==> src/sv/assert_macros.svh <==
// Assertion macros shared by the byte literal parser RTL.
// Included by files that carry concurrent checks; no other dependencies.
`ifndef ASSERT_MACROS_SVH
`define ASSERT_MACROS_SVH

// Expression must hold at every clock edge outside reset.
`define BLP_ASSERT(lbl, clk, rst_n, expr, msg) \
  lbl: assert property (@(posedge clk) disable iff (!(rst_n)) (expr)) else $error(msg);

// When the antecedent holds, the consequent must hold in the next cycle.
`define BLP_ASSERT_NEXT(lbl, clk, rst_n, ante, cons, msg) \
  lbl: assert property (@(posedge clk) disable iff (!(rst_n)) (ante) |=> (cons)) \
    else $error(msg);

`endif

==> src/sv/blp_pkg.sv <==
// Shared types and constants for the byte literal parser.
// Used by blp_apb_regs, blp_parse_step and byte_literal_parser_core.
package blp_pkg;

  // Configuration port geometry.
  localparam int unsigned ApbAddrWidth = 3;
  localparam int unsigned ApbDataWidth = 32;
  localparam logic [0:0]  RegValueLimit = 1'b0;
  localparam logic [7:0]  ValueLimitReset = 8'hFF;

  // Character codes the parser recognises.
  localparam logic [7:0] CharZero   = 8'h30;
  localparam logic [7:0] CharOne    = 8'h31;
  localparam logic [7:0] CharNine   = 8'h39;
  localparam logic [7:0] CharMinus  = 8'h2D;
  localparam logic [7:0] CharUpperX = 8'h58;
  localparam logic [7:0] CharUpperB = 8'h42;
  localparam logic [7:0] CharUpperA = 8'h41;
  localparam logic [7:0] CharUpperF = 8'h46;
  localparam logic [7:0] CharLowerA = 8'h61;
  localparam logic [7:0] CharLowerF = 8'h66;
  localparam logic [7:0] CharSpace  = 8'h20;
  localparam logic [7:0] CharTab    = 8'h09;
  localparam logic [7:0] CharVtab   = 8'h0B;
  localparam logic [7:0] CharFfeed  = 8'h0C;
  localparam logic [7:0] CharCr     = 8'h0D;

  // Parser phase, one-hot.
  typedef enum logic [5:0] {
    PH_SKIP  = 6'b000001,
    PH_ZERO  = 6'b000010,
    PH_DEC   = 6'b000100,
    PH_HEX   = 6'b001000,
    PH_BIN   = 6'b010000,
    PH_DRAIN = 6'b100000
  } phase_e;

  // Result status codes.
  typedef enum logic [1:0] {
    ST_OK      = 2'd0,
    ST_INVALID = 2'd1,
    ST_OOB     = 2'd2
  } status_e;

  // Per-line parser state.
  typedef struct packed {
    phase_e     phase;
    logic [7:0] acc;
    logic       neg;
    logic       seen;
  } parse_state_t;

  // One result item.
  typedef struct packed {
    logic [7:0] value;
    status_e    status;
  } literal_t;

endpackage

==> src/sv/byte_literal_parser_core.sv <==
// Byte literal parser: one character per transaction in, one literal per line out.
//
// Usage:
//   Characters arrive on the s_axis channel, tdata carrying the ASCII code and
//   tlast marking the last character of a source line. Each line yields at most
//   one result on the m_axis channel: the parsed byte and a status of ok,
//   invalid or out of bounds. The limit for unsigned literals is written over
//   the APB port at byte address 0 and must only change while the block is idle.
// Datapath:
//   A character is taken into an input register; when the output register is
//   free or draining, it is parsed against the line state and any result lands
//   in the output register. One character is accepted every cycle while m_axis
//   does not stall; the parse step is a constant shift-add and compare between
//   these two registers.
// Reset:
//   Both registers empty, the line state at leading blank skip and the limit at 255.
// Stalls:
//   While a result waits on m_axis the input register holds its character and
//   s_axis_tready falls once that register is full; no transaction is lost.
// Depends on blp_pkg, blp_apb_regs, blp_parse_step and assert_macros.svh.
`include "assert_macros.svh"

module byte_literal_parser_core import blp_pkg::*; (
  input  logic                    clk_i,
  input  logic                    rst_ni,
  // Character stream.
  input  logic                    s_axis_tvalid,
  output logic                    s_axis_tready,
  input  logic [7:0]              s_axis_tdata,   // [7:0] char_code
  input  logic                    s_axis_tlast,   // end_of_line
  // Result stream.
  output logic                    m_axis_tvalid,
  input  logic                    m_axis_tready,
  output logic [15:0]             m_axis_tdata,   // [7:0] literal_value, [9:8] result_status
  // Configuration port.
  input  logic                    psel,
  input  logic                    penable,
  input  logic                    pwrite,
  input  logic [ApbAddrWidth-1:0] paddr,
  input  logic [ApbDataWidth-1:0] pwdata,
  output logic [ApbDataWidth-1:0] prdata,
  output logic                    pready
);

  logic         in_valid_q, in_valid_d;
  logic [7:0]   in_char_q;
  logic         in_eol_q;
  logic         out_valid_q, out_valid_d;
  literal_t     out_q;
  parse_state_t state_q, state_d;
  parse_state_t step_nxt;
  logic         step_emit;
  literal_t     step_result;
  logic [7:0]   value_limit;
  logic         advance;
  logic         in_take;

  // Register file.
  blp_apb_regs u_regs (
    .clk_i         (clk_i),
    .rst_ni        (rst_ni),
    .psel          (psel),
    .penable       (penable),
    .pwrite        (pwrite),
    .paddr         (paddr),
    .pwdata        (pwdata),
    .prdata        (prdata),
    .pready        (pready),
    .value_limit_o (value_limit)
  );

  // Parse step on the registered character.
  blp_parse_step u_step (
    .cur_i         (state_q),
    .char_i        (in_char_q),
    .eol_i         (in_eol_q),
    .value_limit_i (value_limit),
    .nxt_o         (step_nxt),
    .emit_o        (step_emit),
    .result_o      (step_result)
  );

  // Handshake: the character moves on when the output register is free or draining.
  assign advance       = in_valid_q && (!out_valid_q || m_axis_tready);
  assign s_axis_tready = !in_valid_q || advance;
  assign in_take       = s_axis_tvalid && s_axis_tready;

  // Next values of the control registers.
  always_comb begin
    in_valid_d = in_valid_q;
    if (in_take) begin
      in_valid_d = 1'b1;
    end else if (advance) begin
      in_valid_d = 1'b0;
    end

    out_valid_d = out_valid_q;
    if (advance && step_emit) begin
      out_valid_d = 1'b1;
    end else if (m_axis_tready) begin
      out_valid_d = 1'b0;
    end

    state_d = state_q;
    if (advance) begin
      state_d = step_nxt;
    end
  end

  // Control and line state.
  always_ff @(posedge clk_i or negedge rst_ni) begin
    if (!rst_ni) begin
      in_valid_q  <= 1'b0;
      out_valid_q <= 1'b0;
      state_q     <= '{phase: PH_SKIP, acc: 8'd0, neg: 1'b0, seen: 1'b0};
    end else begin
      in_valid_q  <= in_valid_d;
      out_valid_q <= out_valid_d;
      state_q     <= state_d;
    end
  end

  // Payload registers.
  always_ff @(posedge clk_i) begin
    if (in_take) begin
      in_char_q <= s_axis_tdata;
      in_eol_q  <= s_axis_tlast;
    end
    if (advance && step_emit) begin
      out_q <= step_result;
    end
  end

  assign m_axis_tvalid = out_valid_q;
  assign m_axis_tdata  = {6'd0, out_q.status, out_q.value};

  // End of line always returns the parser to a clean blank skip.
  `BLP_ASSERT_NEXT(a_eol_clears, clk_i, rst_ni, advance && in_eol_q,
    (state_q.phase == PH_SKIP) && (state_q.acc == 8'd0) && !state_q.neg && !state_q.seen,
    "line state not cleared after end of line")
  // A line that is still open when it ends must produce a result.
  `BLP_ASSERT_NEXT(a_eol_result, clk_i, rst_ni,
    advance && in_eol_q && (state_q.phase != PH_DRAIN), out_valid_q,
    "open line ended without a result")
  // A result can only appear when a character has been parsed.
  `BLP_ASSERT_NEXT(a_result_source, clk_i, rst_ni, !advance && !out_valid_q, !out_valid_q,
    "result appeared without a parsed character")

endmodule

==> src/sv/blp_apb_regs.sv <==
// APB register file of the byte literal parser: holds value_limit.
// Depends on blp_pkg for address width and reset value.
module blp_apb_regs import blp_pkg::*; (
  input  logic                    clk_i,
  input  logic                    rst_ni,
  input  logic                    psel,
  input  logic                    penable,
  input  logic                    pwrite,
  input  logic [ApbAddrWidth-1:0] paddr,
  input  logic [ApbDataWidth-1:0] pwdata,
  output logic [ApbDataWidth-1:0] prdata,
  output logic                    pready,
  output logic [7:0]              value_limit_o
);

  logic [7:0] limit_q, limit_d;
  logic       hit;

  // The register sits at word index zero; other words read as zero.
  assign hit    = (paddr[ApbAddrWidth-1:2] == RegValueLimit);
  assign pready = 1'b1;
  assign prdata = hit ? {{(ApbDataWidth-8){1'b0}}, limit_q} : '0;

  // Write on the access phase of a write transaction.
  always_comb begin
    limit_d = limit_q;
    if (psel && penable && pwrite && hit) begin
      limit_d = pwdata[7:0];
    end
  end

  always_ff @(posedge clk_i or negedge rst_ni) begin
    if (!rst_ni) begin
      limit_q <= ValueLimitReset;
    end else begin
      limit_q <= limit_d;
    end
  end

  assign value_limit_o = limit_q;

endmodule

==> src/sv/blp_parse_step.sv <==
// Combinational per-character step of the literal parser: next state and result.
// Depends on blp_pkg for the state, result and character definitions.
module blp_parse_step import blp_pkg::*; (
  input  parse_state_t cur_i,
  input  logic [7:0]   char_i,
  input  logic         eol_i,
  input  logic [7:0]   value_limit_i,
  output parse_state_t nxt_o,
  output logic         emit_o,
  output literal_t     result_o
);

  logic       blank;
  logic       dec_ok;
  logic       bin_ok;
  logic       hex_ok;
  logic [3:0] dec_val;
  logic [3:0] hex_val;
  logic [8:0] lim;

  // Character classes, independent of the state.
  assign blank   = (char_i == CharSpace) || (char_i == CharTab) || (char_i == CharVtab) ||
                   (char_i == CharFfeed) || (char_i == CharCr);
  assign dec_ok  = (char_i >= CharZero) && (char_i <= CharNine);
  assign bin_ok  = (char_i == CharZero) || (char_i == CharOne);
  assign dec_val = char_i[3:0];
  assign hex_ok  = dec_ok || ((char_i >= CharUpperA) && (char_i <= CharUpperF)) ||
                   ((char_i >= CharLowerA) && (char_i <= CharLowerF));
  assign hex_val = dec_ok ? dec_val : (char_i[3:0] + 4'd9);

  always_comb begin
    parse_state_t nxt;
    logic         run;
    logic         emit;
    status_e      status;
    logic         dig_ok;
    logic [3:0]   dval;
    logic [11:0]  prod;
    logic [11:0]  sum;
    logic [7:0]   value;

    nxt    = cur_i;
    run    = 1'b0;
    emit   = 1'b0;
    status = ST_OK;
    dig_ok = 1'b0;
    dval   = 4'd0;
    prod   = 12'd0;
    sum    = 12'd0;
    value  = 8'd0;

    // Phase decisions on this character.
    unique case (cur_i.phase)
      PH_SKIP: begin
        if (!blank) begin
          nxt.acc  = 8'd0;
          nxt.neg  = 1'b0;
          nxt.seen = 1'b0;
          if (char_i == CharZero) begin
            nxt.phase = PH_ZERO;
            nxt.seen  = 1'b1;
          end else if (char_i == CharMinus) begin
            nxt.phase = PH_DEC;
            nxt.neg   = 1'b1;
          end else if (dec_ok) begin
            nxt.phase = PH_DEC;
            run       = 1'b1;
          end else begin
            nxt.phase = PH_DRAIN;
            emit      = 1'b1;
            status    = ST_INVALID;
          end
        end
      end
      PH_ZERO: begin
        if (char_i == CharUpperX) begin
          nxt.phase = PH_HEX;
          nxt.seen  = 1'b0;
        end else if (char_i == CharUpperB) begin
          nxt.phase = PH_BIN;
          nxt.seen  = 1'b0;
        end else begin
          nxt.phase = PH_DEC;
          run       = 1'b1;
        end
      end
      PH_DEC, PH_HEX, PH_BIN: begin
        run = 1'b1;
      end
      default: begin
        nxt.phase = PH_DRAIN;
      end
    endcase

    // Digit in the current base and the multiply-add by a constant shift pattern.
    if (nxt.phase == PH_HEX) begin
      dig_ok = hex_ok;
      dval   = hex_val;
      prod   = {nxt.acc, 4'b0000};
    end else if (nxt.phase == PH_BIN) begin
      dig_ok = bin_ok;
      dval   = dec_val;
      prod   = {3'b000, nxt.acc, 1'b0};
    end else begin
      dig_ok = dec_ok;
      dval   = dec_val;
      prod   = {1'b0, nxt.acc, 3'b000} + {3'b000, nxt.acc, 1'b0};
    end
    sum = prod + {8'd0, dval};

    // Accept the digit, or close the literal on a non-digit or an overflow.
    if (run) begin
      if (!dig_ok) begin
        emit      = 1'b1;
        status    = nxt.seen ? ST_OK : ST_INVALID;
        nxt.phase = PH_DRAIN;
      end else if (sum > {3'b000, lim}) begin
        emit      = 1'b1;
        status    = ST_OOB;
        nxt.phase = PH_DRAIN;
      end else begin
        nxt.acc  = sum[7:0];
        nxt.seen = 1'b1;
      end
    end

    // End of line forces a result if none was given on this line.
    if (eol_i && !emit && (nxt.phase != PH_DRAIN)) begin
      emit   = 1'b1;
      status = ((nxt.phase != PH_SKIP) && nxt.seen) ? ST_OK : ST_INVALID;
    end

    // Negative literals leave as two's complement.
    if (nxt.phase != PH_SKIP) begin
      value = nxt.neg ? (8'd0 - nxt.acc) : nxt.acc;
    end

    if (eol_i) begin
      nxt.phase = PH_SKIP;
      nxt.acc   = 8'd0;
      nxt.neg   = 1'b0;
      nxt.seen  = 1'b0;
    end

    nxt_o           = nxt;
    emit_o          = emit;
    result_o.value  = value;
    result_o.status = status;
  end

  // Limit for negative literals is half the limit plus one.
  assign lim = cur_i.neg && (cur_i.phase != PH_SKIP) ?
               ({2'b00, value_limit_i[7:1]} + 9'd1) : {1'b0, value_limit_i};

endmodule

==> config.mk <==
export PLATFORM = sky130hd
export DESIGN_NAME = byte_literal_parser_core
export DESIGN_NICKNAME = d
export VERILOG_FILES = /design/src/sv/blp_pkg.sv /design/src/sv/byte_literal_parser_core.sv /design/src/sv/blp_apb_regs.sv /design/src/sv/blp_parse_step.sv
export VERILOG_INCLUDE_DIRS = /design/src /design/src/sv
export SDC_FILE = /design/constraint.sdc
export NUM_CORES = 1
export LEC_CHECK = 0
export ABC_AREA = 1
export BUFFER_PORTS_ARGS = -buffer_cell sky130_fd_sc_hd__buf_2
export CORE_MARGIN = 2
export CORE_UTILIZATION = 45
export DETAILED_ROUTE_END_ITERATION = 10
export GPL_TIMING_DRIVEN = 0
export PLACE_DENSITY = 0.68
export SYNTH_ARGS = -nofsm -noshare
export SYNTH_HDL_FRONTEND = slang
export SYNTH_SLANG_ARGS = --single-unit
==> constraint.sdc <==
create_clock -name clk_i -period 6.1 [get_ports clk_i]
set_input_delay 1.22 -clock clk_i [delete_from_list [all_inputs] [get_ports clk_i]]
set_output_delay 1.22 -clock clk_i [all_outputs]
set_load 0.01 [all_outputs]
==> results of run 1 <==
-- how the worst max path moves through the flow --
stage                            endpoint  cells past startpoint  slack [ps]         start
after floorplan           m_axis_tdata[6]                     40        1150  in_char_q[0]
after global placement    m_axis_tdata[6]                     34         150  in_char_q[0]
after detailed placement  m_axis_tdata[7]                     34          40  in_char_q[0]
after CTS                 m_axis_tdata[5]                     34           7  in_char_q[0]
after global routing      m_axis_tdata[6]                     40         -70  in_char_q[1]
final                     m_axis_tdata[6]                     39         390  in_char_q[0]
-- cell type report --
type / count / area [sq um] / share of cell area
buffer: 39 / 297 / 0.0649
clock buffer: 5 / 68.8 / 0.0151
clock inverter: 3 / 17.5 / 0.00383
inverter: 77 / 298 / 0.0651
multi-input combinational: 406 / 2270 / 0.497
sequential: 45 / 1230 / 0.270
tap: 108 / 135 / 0.0296
timing repair buffer: 47 / 245 / 0.0536
timing repair inverter: 1 / 7.51 / 0.00164
-- cell usage after synthesis (2+ instances only) --
cell / count
xor2_1: 7
nor2_1: 53
buf_6: 3
inv_2: 6
nand3_1: 30
nor3_1: 7
nand2_4: 3
dfstp_2: 9
dfrtp_1: 17
nand2_1: 115
nand3b_1: 2
nor2_4: 6
clkbuf_1: 4
nand4_1: 12
xnor2_1: 4
nand3_2: 3
o22ai_1: 4
nor2_2: 7
edfxtp_1: 19
a21oi_1: 34
fa_1: 2
a21boi_0: 2
ha_1: 24
inv_4: 2
conb_1: 2
o21ai_0: 22
o21ai_2: 3
o21ai_1: 3
inv_1: 68
o211ai_1: 3
a31oi_1: 3
or2_2: 3
nand2_2: 6
buf_4: 32
a22oi_1: 3
nor4_1: 2
-- tightest hold or removal path: cells and delay by family (launching register included) --
family / cells / cell delay, ps
AO/OA/AOI/OAI: 1 / 60
flip-flops: 1 / 380
buffers and inverters: 1 / 60
-- metrics by stage --
| stage | utilization | instance area (sq um) |
|---|---|---|
| finish | 0.529 | 4570 |
| global route | 0.529 | 4570 |
| CTS | 0.522 | 4510 |
| detailed placement | 0.512 | 4420 |
| global placement | 0.512 | 4420 |
| floorplan | - | 4070 |
-- logic make-up after synthesis --
family / synth area share
adder cells (fa/ha/maj): 0.0859
other: 0.00190
flip-flops: 0.311
AO/OA/AOI/OAI: 0.129
buffers and inverters: 0.147
multiplexers: 0.00284
AND/OR/NAND/NOR: 0.297
XOR/XNOR: 0.0243
-- report_power, final --
group,leakage (uW),internal (uW),switching [uW],total [uW]
clock network,0.0000439,79.3,108,187
logic,0.00194,122,230,352
registers,0.000511,379,23.7,403
total,0.00249,580,362,942
-- per-layer routing --
| layer | vias up | GRT usage | share of wire |
|---|---|---|---|
| li1 | 1871 | - | - |
| met3 | 12 | 0.0186 | 0.056 |
| met5 | - | 0 | 0 |
| met1 | 1596 | 0.277 | 0.46 |
| met2 | 111 | 0.332 | 0.47 |
| met4 | 0 | 0.0502 | 0.019 |
-- flip-flops by register name (all words and copies together), names as in the netlist --
| name | flops |
|---|---|
| in_char_q | 8 |
| in_eol_q | 1 |
| in_valid_q | 1 |
| m_axis_tdata | 10 |
| m_axis_tvalid | 1 |
| state_q | 16 |
| u_regs.value_limit_o | 8 |
-- timing repair --
| item | in CTS | in global routing |
|---|---|---|
| buffers inserted | 0 | 4 |
| setup endpoints to repair | 0 | 18 |
| hold endpoints to repair | 0 | 0 |
| gates resized for setup | 0 | 12 |
| hold buffers | 0 | 0 |
==> summary.md, run 1 <==
| Metric | Value |
|---|---|
| Startpoint types | `flop` |
| Drt first pass iters | `5` |
| CTS sink count | `45` |
| Number of synthesized flops with an enable pin | `19` |
| Layout cells sized above 1 | `0.244` |
| WHS Endpoint | `u_regs.value_limit_o[0]` |
| Die span in y | `97.8 microns` |
| First-pass GRT wire length | `15500 microns` |
| CTS H-tree depth | `2` |
| Worst Setup End Kind | `flop` |
| Setup WS post-layout | `387 ps` |
| Min-delay src | `u_regs.value_limit_o[0]` |
| Post-DP HPWL | `7450 microns` |
| Routed WL | `9380 microns` |
| CTS max path bufs | `2` |
| R2r setup slk | `390 ps` |
| Leak | `0.00249 uW` |
| Non-filler cells, final | `731` |
| Initial antenna violation count | `0` |
| Via/cell ratio | `4.91` |
| Ys Warns | `0` |
| Ports | `102` |
| Worst Path Arrival | `5780 ps` |
| Final ANT Viol Nets | `0` |
| Worst slew pin tran | `643 ps` |
| Die area | `9570 sq um` |
| Initial Util | `0.459` |
| Post-Syn Area per Cell | `7.36 sq um` |
| Hold Crit Depth | `2` |
| Place WS | `35.2 ps` |
| Cts bufs inserted | `5` |
| Largest area contributor in the netlist | `edfxtp_1` |
| Worst-case hold slack | `491 ps` |
| Worst vdd ir | `0.000184 V` |
| FILL cells | `873` |
| Synthesized flop and latch total | `45` |
| Detailed-route DRC error count | `0` |
| Iter 0 DRT Violations | `185` |
| RR Endpoint | `m_axis_tdata[6]` |
| Max Slew Vio Count | `0` |
| Clock skew | `3.99 ps` |
| Crit-path leading delay family | `simple AND/OR/NAND/NOR gates` |
| Detailed-route via count | `3590` |
| Depth of the worst register-to-register path | `39` |
| Wire length per cell | `12.8 microns` |
| Bufs and invs on worst path | `9` |
| Clock-pin slew on the worst setup and hold paths | `90 ps` |
| Status | `completed` |
| Final #Nets | `699` |
| Reg2reg start | `in_char_q[0]` |
| Routability cong. | `0.907` |
| FFs w/ async S/R, synth | `0.578` |
| Post-synthesis sequential area ratio | `0.311` |
| Final Hold Fails | `0` |
| Final worst-path cycle share | `0.937` |
| Placed Cells | `718` |
| HP Class | `reg2reg` |
| Die X | `97.8 microns` |
| Max FO, Critical Path | `10` |
| Crit-path max cell delay | `430 ps` |
| CORE AREA | `8640 sq um` |
| Final setup fails | `0` |
| Unique masters post-synth | `49` |
| Crit Path Category | `reg2reg` |
| Maximum clock rate | `0.175 GHz` |
| Design Power | `942 uW` |
| Slowest stage cell, crit path | `edfxtp_1` |
| Gate Count Post-Synth | `538` |
| Root Driver | `clkbuf_8` |
| Power Density | `206 nW/um^2` |
| Vias in the first global route | `3270` |
| Min Tclk post-route | `5710 ps` |
| CP Data Required Time | `6160 ps` |
| Synth Cell Area | `3960 sq um` |
| PortBufs | `43` |
| Area Growth Syn to Fin | `15.5%` |
| Top FF cell, synth | `edfxtp_1` |
| Clk_lat worst skew | `300 ps` |
| Most frequent cells in the layout | `nand2_1, inv_1, nor2_1` |
| Grt ovf | `0` |
| Commonest non-fill, non-tap cell in the layout | `nand2_1` |
| Maxcap violations | `0` |
| Sum Neg Setup Slack | `0 ps` |
| Diode count | `0` |
| Rows | `34` |
| Slew Limit Headroom | `0.572` |
| Largest net degree at the start of global routing | `27` |
| Overall Global Routing Usage | `0.198` |
| Main area contributors after synthesis | `edfxtp_1, nand2_1, dfrtp_1` |
| Share of Yosys cell area claimed by the top area cell type | `0.144` |
| TritonCTS clock tree | `done` |
No activity file was read; power rests on OpenSTA's default activity.
==> inputs of run 2 (changes only) <==
Settings changed: BUFFER_PORTS_ARGS -buffer_cell sky130_fd_sc_hd__buf_2 to -buffer_cell sky130_fd_sc_hd__buf_4, CORE_MARGIN 2 to unset.
==> run 2 against run 1 <==
Routed wire length rose by 0.22%. First-iteration DRC count rose by 40%. Global-route usage rose by 2.0 points. Critical path depth rose by 1. Core utilization rose by 2.9 points. Via count rose by 2.9%. Total power rose by 6.2%. Maximum frequency barely moved. Critical path type unchanged. Largest power group unchanged.
==> summary.md, run 2 (synthesized netlist as in run 1, its figures left out) <==
| Metric | Value |
|---|---|
| Rows | `33 (-2.9%)` |
| Int Pwr | `638 uW (+10%)` |
| CTS max path bufs | `2 (unchanged)` |
| Ports | `102 (unchanged)` |
| Initial Util | `0.472 (+0.0139)` |
| Startpoint types | `flop` |
| Max reg flops | `16 (unchanged)` |
| Initial antenna violation count | `0 (unchanged)` |
| Vias in the first global route | `3414 (+4.4%)` |
| Commonest non-fill, non-tap cell in the layout | `nand2_1` |
| Final ANT Viol Nets | `0 (unchanged)` |
| Slowest stage cell, crit path | `edfxtp_1` |
| Maximum clock rate | `0.175 GHz (about the same)` |
| Routability cong. | `0.892 (-1.7%)` |
| Switching share of power | `0.362 (-0.0220)` |
| CTS sink count | `45 (unchanged)` |
| Overall Global Routing Usage | `0.217 (+0.0195)` |
| Post-DP HPWL | `7470 microns (+0.26%)` |
| HP Class | `reg2reg` |
| Clock skew | `9.49 ps (+5.50 ps)` |
| Max FO, Critical Path | `10 (unchanged)` |
| Die area | `9180 sq um (-4.0%)` |
| Via/cell ratio | `5.09 (+3.6%)` |
| Final Hold Fails | `0 (unchanged)` |
| Power Density | `214 nW/um^2 (+3.7%)` |
| Slew Limit Headroom | `0.580 (+0.00833)` |
| Most frequent cells in the layout | `nand2_1, buf_4, inv_1` |
| Clk pwr share | `0.229 (+0.030)` |
| Root Driver | `clkbuf_8` |
| Most frequent CP cell | `nand2_1` |
| CTS H-tree depth | `2 (unchanged)` |
| Worst Path Arrival | `5780 ps (about the same)` |
| Maxcap violations | `0 (unchanged)` |
| CP Data Required Time | `6160 ps (about the same)` |
| Status | `completed` |
| Worst Setup End Kind | `flop` |
| Place WS | `39.7 ps (+4.53 ps)` |
| Hold Buf Count CTS | `0 (unchanged)` |
| Bufs and invs on worst path | `9 (unchanged)` |
| Layout cells sized above 1 | `0.240 (-0.00405)` |
| Min Tclk post-route | `5720 ps (+3.81 ps)` |
| Wire length per cell | `13.0 microns (+0.91%)` |
| Detailed-route DRC error count | `0 (unchanged)` |
| PortBufs | `43 (unchanged)` |
| First-pass GRT wire length | `15400 microns (-0.89%)` |
| Max Slew Vio Count | `0 (unchanged)` |
| Drt first pass iters | `6 (+1)` |
| FF/Latch Area | `1230 sq um (unchanged)` |
| Area of the multi-input gates | `2280 sq um (+0.44%)` |
| Clk_lat worst skew | `310 ps (about the same)` |
| Logic gate share of total power | `0.368 (-0.006)` |
| Detailed-route via count | `3693 (+2.9%)` |
| Final core occ | `0.559 (+0.0293)` |
| Most flops, register | `state_q` |
| Iter 0 DRT Violations | `259 (+40%)` |
| Area Growth Syn to Fin | `18.3%` |
| Diode count | `0 (unchanged)` |
| Die span in y | `95.8 microns (-2.0%)` |
| Final #Nets | `697 (-0.29%)` |
| Largest net degree at the start of global routing | `27 (unchanged)` |
| Setup WS post-layout | `383 ps (-3.81 ps)` |
| Crit-path max cell delay | `420 ps (about the same)` |
| Worst slew pin tran | `630 ps (-12.5 ps)` |
| Routed WL | `9400 microns (+0.22%)` |
| Design Power | `1000 uW (+6.2%)` |
| Seq pwr share | `0.403 (-0.024)` |
| Final worst-path cycle share | `0.937 (about the same)` |
| Sum Neg Setup Slack | `0 ps (unchanged)` |
| Crit-path leading delay family | `simple AND/OR/NAND/NOR gates` |
| FILL cells | `779 (-11%)` |
| Die X | `95.8 microns (-2.0%)` |
| TritonCTS clock tree | `done` |
| Leak | `0.00253 uW (+1.5%)` |
| Switching pwr | `362 uW (+0.14%)` |
| Final setup fails | `0 (unchanged)` |
| Worst vdd ir | `0.000133 V (-28%)` |
| Grt ovf | `0 (unchanged)` |
| Crit Path Category | `reg2reg` |
| Clock-pin slew on the worst setup and hold paths | `80 ps (about the same)` |
| CORE AREA | `8380 sq um (-2.9%)` |
| Cts bufs inserted | `5 (unchanged)` |
-- run 2: what timing repair did --
item / 4_1_cts / 5_1_grt
buffers inserted: 0 / 2
gates cloned: 0 / 1
endpoints found under the setup margin: 6 / 19
resized for setup: 1 / 10
pin swaps: 0 / 4
-- run 2: power by group through the flow --
stage	clock [uW]	combinational, uW	sequential, uW
floorplan	0	219	417
global placement	0	347	408
detailed placement	0	354	410
CTS	231	358	404
global route	241	409	409
finish	229	368	403
-- run 2: final cells by class --
type,instances,area share
sequential,45,0.263
clock inverter,2,0.00721
multi-input combinational,406,0.487
inverter,77,0.0636
timing repair buffer,45,0.0721
clock buffer,6,0.0155
tap,105,0.0281
timing repair inverter,1,0.00160
buffer,39,0.0617
-- run 2: metrics by stage --
step,hold WS (ps),area (sq um),std cells
2_1_floorplan,453,4070,567
3_3_place_gp,469,4520,715
3_5_place_dp,476,4520,715
4_1_cts,494,4630,723
5_1_grt,515,4680,726
6_report,490,4680,726
-- run 2: metal layers --
layer	routed length [microns]	vias to the layer above	track usage
li1	-	1865	-
met1	4160	1681	0.274
met2	4590	133	0.387
met3	522	14	0.0269
met4	136	0	0.0659
met5	0	-	0
-- run 2: path summary, 6_finish.rpt --
| check | start | end | depth (start not counted) | slack [ps] |
|---|---|---|---|---|
| worst max-delay path | in_char_q[0] | m_axis_tdata[6] | 40 | 380 |
| worst min-delay path | u_regs.value_limit_o[0] | u_regs.value_limit_o[0] | 2 | 490 |
| worst max register to register | in_char_q[0] | m_axis_tdata[6] | 40 | 380 |
| worst min register to register | u_regs.value_limit_o[0] | u_regs.value_limit_o[0] | 2 | 490 |
| max in group asynchronous | rst_ni | u_regs.value_limit_o[0] | 1 | 4980 |
| min in group asynchronous | rst_ni | state_q[1] | 1 | 820 |
-- run 2: worst min-delay path: stages, from the launching register on --
cell     delay (ps)
dfstp_2         380
inv_1            60
a21oi_1          60
